[src/rtl/quadtree_polynomial_hash_top_macros.svh]
// Assertion macros shared by the quadtree hash RTL.
`ifndef QUADTREE_POLYNOMIAL_HASH_TOP_MACROS_SVH
`define QUADTREE_POLYNOMIAL_HASH_TOP_MACROS_SVH

// Same-cycle implication, disabled while reset is high.
`define QPH_ASSERT_IMPLY(label, clk, rst, ante, cons, msg) \
   label: assert property (@(posedge clk) disable iff (rst) (ante) |-> (cons)) \
      else $error(msg);

// Implication with a delay set by n, disabled while reset is high.
`define QPH_ASSERT_DELAY(label, clk, rst, ante, n, cons, msg) \
   label: assert property (@(posedge clk) disable iff (rst) (ante) |-> ##n (cons)) \
      else $error(msg);

`endif

[src/rtl/qph_pkg.sv]
// Constants, types and constant tables of the quadtree polynomial hash.
package qph_pkg;

   localparam int MAX_DEPTH = 256;
   localparam int ROM_IDX_W = (MAX_DEPTH > 1) ? $clog2(MAX_DEPTH) : 1;
   localparam int HASH_W    = 30;
   localparam int DEPTH_W   = 8;
   localparam int SUM_W     = 62;

   typedef logic [HASH_W-1:0] hash_type;
   typedef logic [MAX_DEPTH-1:0][HASH_W-1:0] pow_rom_type;
   typedef logic [15:0][HASH_W-1:0] leaf_rom_type;

   typedef enum logic {
      OP_LEAF = 1'b0,
      OP_NODE = 1'b1
   } opcode_type;

   localparam logic [63:0] P64        = 64'd1000000007;
   localparam hash_type    HASH_PRIME = 30'd1000000007;
   localparam hash_type    X_MUL      = 30'd2331;
   localparam hash_type    Y_MUL      = 30'd121212121;

   // 2^31 mod P, used to fold the upper bits of the sum back down.
   localparam logic [27:0] FOLD_C    = 28'((64'd1 << 31) % P64);
   // Barrett reciprocal floor(2^60 / P).
   localparam logic [30:0] BARRETT_M = 31'((64'd1 << 60) / P64);

   function automatic hash_type mul_mod(input logic [63:0] a, input logic [63:0] b);
      logic [63:0] prod;
      prod = a * b;
      return HASH_W'(prod % P64);
   endfunction

   // Entry d holds base^(2 * 2^d) mod P.
   function automatic pow_rom_type build_pow_rom(input hash_type base);
      pow_rom_type rom;
      hash_type    v;
      v = mul_mod(64'(base), 64'(base));
      for (int d = 0; d < MAX_DEPTH; d++) begin
         rom[d] = v;
         v      = mul_mod(64'(v), 64'(v));
      end
      return rom;
   endfunction

   localparam pow_rom_type X_POW_ROM = build_pow_rom(X_MUL);
   localparam pow_rom_type Y_POW_ROM = build_pow_rom(Y_MUL);

   function automatic pow_rom_type build_xy_rom();
      pow_rom_type rom;
      for (int d = 0; d < MAX_DEPTH; d++) begin
         rom[d] = mul_mod(64'(X_POW_ROM[d]), 64'(Y_POW_ROM[d]));
      end
      return rom;
   endfunction

   localparam pow_rom_type XY_POW_ROM = build_xy_rom();

   function automatic leaf_rom_type build_leaf_rom();
      leaf_rom_type rom;
      logic [63:0]  xy;
      logic [63:0]  acc;
      logic [3:0]   cells;
      xy = 64'(mul_mod(64'(X_MUL), 64'(Y_MUL)));
      for (int c = 0; c < 16; c++) begin
         cells  = 4'(c);
         acc    = (cells[0] ? 64'd2 : 64'd1)
                + (cells[1] ? 64'd2 : 64'd1) * 64'(X_MUL)
                + (cells[2] ? 64'd2 : 64'd1) * 64'(Y_MUL)
                + (cells[3] ? 64'd2 : 64'd1) * xy;
         rom[c] = HASH_W'(acc % P64);
      end
      return rom;
   endfunction

   localparam leaf_rom_type LEAF_ROM = build_leaf_rom();

endpackage

[src/rtl/qph_mod_reduce.sv]
// Pipelined reduction of a 62-bit sum modulo the hash prime.
`include "quadtree_polynomial_hash_top_macros.svh"

module qph_mod_reduce (
   input  logic             clock,
   input  logic             reset,
   input  logic             in_valid,
   input  logic [61:0]      in_sum,
   output logic             out_valid,
   output qph_pkg::hash_type out_residue
);
   import qph_pkg::*;

   localparam logic [31:0] P32     = 32'(P64);
   localparam logic [31:0] TWO_P32 = 32'(2 * P64);

   logic [59:0] fold_ff, fold_in;
   logic        fold_valid_ff;
   logic [58:0] fold_prod;

   logic [30:0] quot_ff, quot_in;
   logic [31:0] low_ff;
   logic        quot_valid_ff;
   logic [61:0] quot_prod;

   logic [31:0] rem_ff, rem_in;
   logic        rem_valid_ff;
   logic [31:0] qp_low;

   hash_type    res_ff, res_in;
   logic        res_valid_ff;

   // Stage A: fold bits 61..31 back in with weight 2^31 mod P; the result stays below 2^60.
   assign fold_prod = 59'(in_sum[61:31]) * 59'(FOLD_C);
   assign fold_in   = 60'(fold_prod) + 60'(in_sum[30:0]);

   // Stage B: Barrett quotient estimate, at most two below the true quotient.
   assign quot_prod = 62'(fold_ff[59:29]) * 62'(BARRETT_M);
   assign quot_in   = quot_prod[61:31];

   // Stage C: the remainder is below 3P, so 32 bits of the difference are exact.
   assign qp_low = 32'(quot_ff) * P32;
   assign rem_in = low_ff - qp_low;

   // Stage D: final correction.
   always_comb begin
      if (rem_ff >= TWO_P32) begin
         res_in = HASH_W'(rem_ff - TWO_P32);
      end else if (rem_ff >= P32) begin
         res_in = HASH_W'(rem_ff - P32);
      end else begin
         res_in = HASH_W'(rem_ff);
      end
   end

   always_ff @(posedge clock) begin
      if (reset) begin
         fold_valid_ff <= 1'b0;
         quot_valid_ff <= 1'b0;
         rem_valid_ff  <= 1'b0;
         res_valid_ff  <= 1'b0;
      end else begin
         fold_valid_ff <= in_valid;
         quot_valid_ff <= fold_valid_ff;
         rem_valid_ff  <= quot_valid_ff;
         res_valid_ff  <= rem_valid_ff;
      end
      fold_ff <= fold_in;
      quot_ff <= quot_in;
      low_ff  <= fold_ff[31:0];
      rem_ff  <= rem_in;
      res_ff  <= res_in;
   end

   assign out_valid   = res_valid_ff;
   assign out_residue = res_ff;

   `QPH_ASSERT_IMPLY(a_rem_bound, clock, reset, rem_valid_ff, rem_ff < 32'(3 * P64), "remainder estimate not below 3P")
   `QPH_ASSERT_IMPLY(a_res_bound, clock, reset, res_valid_ff, res_ff < HASH_PRIME, "residue not below P")
   `QPH_ASSERT_DELAY(a_latency, clock, reset, in_valid, 4, out_valid, "reduction lost a request")

endmodule

[config.mk]
export PLATFORM = sky130hd
export DESIGN_NAME = qph_mod_reduce
export DESIGN_NICKNAME = d
export VERILOG_FILES = /design/src/rtl/qph_pkg.sv /design/src/rtl/qph_mod_reduce.sv
export VERILOG_INCLUDE_DIRS = /design/src /design/src/rtl
export SDC_FILE = /design/constraint.sdc
export NUM_CORES = 2
export LEC_CHECK = 0
export ABC_CLOCK_PERIOD_IN_PS = 13220
export BUFFER_PORTS_ARGS = -buffer_cell sky130_fd_sc_hd__buf_2
export CELL_PAD_IN_SITES_DETAIL_PLACEMENT = 1
export CELL_PAD_IN_SITES_GLOBAL_PLACEMENT = 2
export CORE_ASPECT_RATIO = 0.6
export CORE_UTILIZATION = 47
export DETAILED_ROUTE_END_ITERATION = 8
export GPL_TIMING_DRIVEN = 0
export PLACE_DENSITY = 0.93
export SYNTH_ARGS = -nofsm -noshare
export SYNTH_HDL_FRONTEND = slang
export SYNTH_SLANG_ARGS = --single-unit
[constraint.sdc]
create_clock -name clock -period 13.22 [get_ports clock]
set_clock_uncertainty 0.2 [all_clocks]
set_input_delay 0 -clock clock [delete_from_list [all_inputs] [get_ports clock]]
set_output_delay 0 -clock clock [all_outputs]
set_load 0.03 [all_outputs]
* Word level (Yosys, flattened, before mapping)
Cells that the tools add are included.
** Word-level totals
- Register bits :: 189
- Bits of input ports :: 65
- Output and inout bits :: 31
- Logic and storage cells :: 20
** Operators by class
- Add/subtract/negate cells :: 4
- Multipliers :: 3
- Order comparisons :: 2
- Multiplexer cells :: 2
** Operators by type and width (number)
- $add 59x31->60 :: 1
- $mux 30 :: 2
- $sub 30x30->30 const B :: 2
- $mul 31x28->59 const B :: 1
- $mul 31x27->58 const B :: 1
- $ge 32x30->1 const B :: 1
- $ge 32x31->1 const B :: 1
- $mul 31x30->32 const B :: 1
- $sub 32x32->32 :: 1

* Depth between registers and ports, before layout
- Depth after elaboration :: 3
- Gate-level depth with buffers :: 33
- Gate-level depth less buffers :: 32

* Worst setup path before layout
OpenSTA, ideal clock, no wires.
- Path kind :: input to register
- Start :: input port in_sum[43]
- End :: register fold_ff[57]
- Setup time :: 0.072 ns
- Data arrival time :: 7.524 ns
- Data required time :: 12.948 ns
- Setup slack :: 5.423 ns
- Stages on the path :: 29
- Buffers on the path :: 0
- Path through :: inv_1 -> fa_1 -> inv_1 -> fa_1 -> inv_1 -> fa_1 -> fa_1 -> inv_1 -> fa_1 -> fa_1 -> inv_1 -> fa_1 -> inv_1 -> ha_1 -> o21ai_0 -> nor2_1 -> o41ai_1 -> o31ai_1 -> a31oi_1 -> o221ai_1 -> xor2_1 -> ha_1 -> and4_1 -> nand3_1 -> o21ai_0 -> nand3_2 -> or4b_4 -> nor4_2 -> xnor2_1
** On the way
- Longest elaborated chain between the ends :: 2
** Ends and longest elaborated chain
- start, declared :: line qph_mod_reduce.sv:8 : input logic [61:0] in_sum,
- $mul 31x27->58 :: line qph_mod_reduce.sv:34 : assign fold_prod = 59'(in_sum[61:31]) * 59'(FOLD_C);
- $add 59x31->60 :: line qph_mod_reduce.sv:35 : assign fold_in = 60'(fold_prod) + 60'(in_sum[30:0]);
- net fold_in[57] :: line qph_mod_reduce.sv:17 : logic [59:0] fold_ff, fold_in;
- end signal, assigned :: line qph_mod_reduce.sv:68 : fold_ff <= fold_in;
- end, declared :: line qph_mod_reduce.sv:17
The timed path passes the listed nets, and every way through them passes these cells.
A chain may end at the register's enable or synchronous reset.

* Worst setup path in the final report
- Start :: input port in_sum[43]
- End :: register fold_ff[49]
The elaborated chain is that of the path after synthesis.

==> results.py <==
metrics = {
    "outcome": {
        "status": "completed",
    },
    "logic_synthesis": {
        "syn_nets": 6251,
        "ys.warnings.count": 0,
        "synth_edf_count": 0,
        "syn-cell-area_um2": 44260,
        "ys_ff_latch": 189,
        "synth_cells": 4488,
        "syn_area_per_cell_um2": 9.862,
        "synth_cell_types": 89,
        "async_reset_ff_share_pct": 0,
        "ys_seq_area_share_pct": 8.549,
        "synth-main-ff-cell": "dfxtp_1",
    },
    "finish": {
        "final_design_area_no_fill_um2": 47420,
        "drive_gt1_share_pct": 3.642,
        "multi_input_area_um2": 35230,
        "nets": 6418,
        "num_antenna_cells": 0,
        "area_growth_pct": 7.133,
        "regArea_um2": 3784,
        "fillers": 10534,
    },
    "sta": {
        "fin_setup_tns_ns": 0,
        "post-route-min-period_ns": 9.212,
        "grt_setup_unrepaired": "false",
        "finalSetupViolations": 0,
        "finalCritPeriodShare_pct": 69.68,
        "worst_pin_slew_ns": 1.053,
        "slew_viol_final": 0,
        "whs_ns": 0.02838,
        "max_slew_margin_pct": 29.72,
        "max_freq_mhz": 108.6,
        "hold_viol": 0,
    },
    "routing": {
        "detail_route.vias_per_cell": 5.332,
        "avgRoutedWirePerCell_um": 22.36,
        "vias": 31460,
        "drtPass1Iterations": 5,
        "drc": 0,
        "initialDrtViolationCount": 1863,
        "postRouteAntennaNets": 0,
        "totalWireLength_mm": 131.9,
    },
    "clocking": {
        "htreeDepth": 4,
        "ctsResizeCount": 0,
        "cts_tree": "built",
        "clk_latency_ns": 0.48,
        "numCtsBuffers": 17,
        "cts-root-buf": "clkbuf_16",
        "clockBufferDepth": 2,
        "clk_pin_slew_ns": 0.07,
        "cts_sinks": 189,
    },
    "worst_setup_path": {
        "r2r_start": "fold_ff[44]",
        "cp_top_family": "adder cells",
        "path_buf_inv": 7,
        "cpMostUsedCell": "fa_1",
        "arrival_ns": 9.39,
        "slowest_stage": "fa_1",
        "critPathCaptureType": "flop",
        "criticalPathCategory": "primary input to flop",
        "cp.required_ns": 13.40,
        "crit_start": "in_sum[43]",
        "slowest_delay_ns": 0.66,
        "critPathLaunchType": "primary input",
        "crit_fanout": 11,
    },
    "global_routing": {
        "use_met3_pct": 7.565,
        "grt_util_met1_pct": 41.26,
        "use_met2_pct": 43.46,
        "gr-max-usage-layer": "met2",
        "grt_max_degree": 21,
        "grt_usage_pct": 28.61,
        "grt.overflow.total": 0,
        "antenna_found_initial": 1,
        "grt_pass1_wl_mm": 206.3,
        "grt_pass1_vias": 35295,
    },
    "floorplanning": {
        "die-area_um2": 95440,
        "start_util_pct": 47.83,
        "io_pins": 96,
        "rows": 86,
        "dieHeight_um": 239.7,
        "core_area_um2": 92540,
        "die_w_um": 398.2,
    },
    "hold_path": {
        "hold_start": "in_sum[18]",
        "hold_class": "primary input to flop",
    },
    "job": {
        "cap_violations": 0,
    },
    "placed_design": {
        "gp_congestion": 0.9441,
        "placed_area_um2": 46290,
        "io_buffers": 95,
        "dp_hpwl_mm": 114.4,
    },
}
[metal layers]
metal,wire length (um),vias to the layer above
li1,-,14325
met1,62400,16076
met2,56370,936
met3,11170,123
met4,1961,0
met5,0,-
[flip-flops by register name (all words and copies together) (netlist names)]
register	flops
fold_ff	60
fold_valid_ff	1
low_ff	32
out_residue	30
out_valid	1
quot_ff	31
quot_valid_ff	1
rem_ff	32
rem_valid_ff	1
[cell type report]
type / count / share of cell area [%]
clock buffer: 17 / 0.8972
sequential: 189 / 7.980
tap: 1232 / 3.251
inverter: 1357 / 10.74
timing repair buffer: 148 / 2.122
multi-input combinational: 2907 / 74.31
buffer: 35 / 0.3140
clock inverter: 15 / 0.3853
[worst reg2reg max path, cell delays in order (launching register included)]
cell and delay (ns):
dfxtp_1 1.02, fa_1 0.62, fa_1 0.41, fa_1 0.46
fa_1 0.50, inv_1 0.07, fa_1 0.50, inv_1 0.06
fa_1 0.44, fa_1 0.54, ha_1 0.40, a2111oi_0 0.54
o221ai_1 0.22, nand4_1 0.15, nand3_1 0.13, nor2_1 0.36
a22oi_1 0.36, a311o_1 0.40, a21o_1 0.24, a221oi_1 0.40
o21bai_1 0.13, xor2_1 0.15
[synth_stat cells (all sizes together) (23+ instances only)]
library cell	number	area share (%)
nor3	44	0.55
nand2	100	0.85
dfxtp	189	8.5
and3	23	0.34
a21oi	144	1.6
nand4	34	0.48
xnor2	153	3.0
o21ai	90	1.0
nand3	32	0.37
nor2b	28	0.40
nand2b	27	0.38
xor2	69	1.4
a21o	64	1.1
clkbuf	27	0.23
o21a	31	0.53
inv	1357	12
nor2	115	0.98
fa	810	37
ha	888	25
[final timing paths]
| kind | end | slack (ns) | cells after the start |
|---|---|---|---|
| max | fold_ff[49] | 4.01 | 30 |
| min | fold_ff[20] | 0.03 | 6 |
| max reg2reg | quot_ff[27] | 4.84 | 21 |
| min reg2reg | low_ff[4] | 0.13 | 0 |
[kinds of logic after synthesis]
family / count (synthesis) / share of synthesized area, %
mux: 6 / 0.1385
fa+ha+maj: 1699 / 61.76
flops: 189 / 8.549
compound gates: 498 / 7.585
simple gates: 482 / 5.708
xor+xnor: 222 / 4.410
buf+inv: 1392 / 11.85
[timing repair]
action / in CTS / in global routing
buffers inserted: 0 / 0
hold buffers: 52 / 0
endpoints found under the hold margin: 35 / 0
[cells in the final DEF (no fill, tap or decap), drive strengths merged, types with 9 or more instances in the layout]
cell type       n
a2111oi         9
a21oi         144
xor2           69
a31oi          18
o211ai         20
inv          1369
buf           103
o31ai          10
and3           23
o21ai          90
nand2b         27
a21o           64
dfxtp         189
nor3           44
nor2b          28
nand2         100
fa            810
nand3          32
o21bai         20
o21a           31
ha            888
dlygate4sd3    52
a211oi         14
nor4           13
or3            17
nand4          34
and2           11
clkbuf         44
xnor2         153
nor2          115
[through the flow]
stage                     utilization [%]  instances  setup WS (ns)
after global placement              50.01       5815          3.696
after global routing                51.24       5900          3.613
after floorplan                         -       4488          5.423
after CTS                           51.24       5900          4.068
final                               51.24       5900          4.008
after detailed placement            50.02       5816          3.551
Power is left out: the tool's default activity adds up to more than one toggle a clock period on the data nets, which glitch-free logic cannot reach.
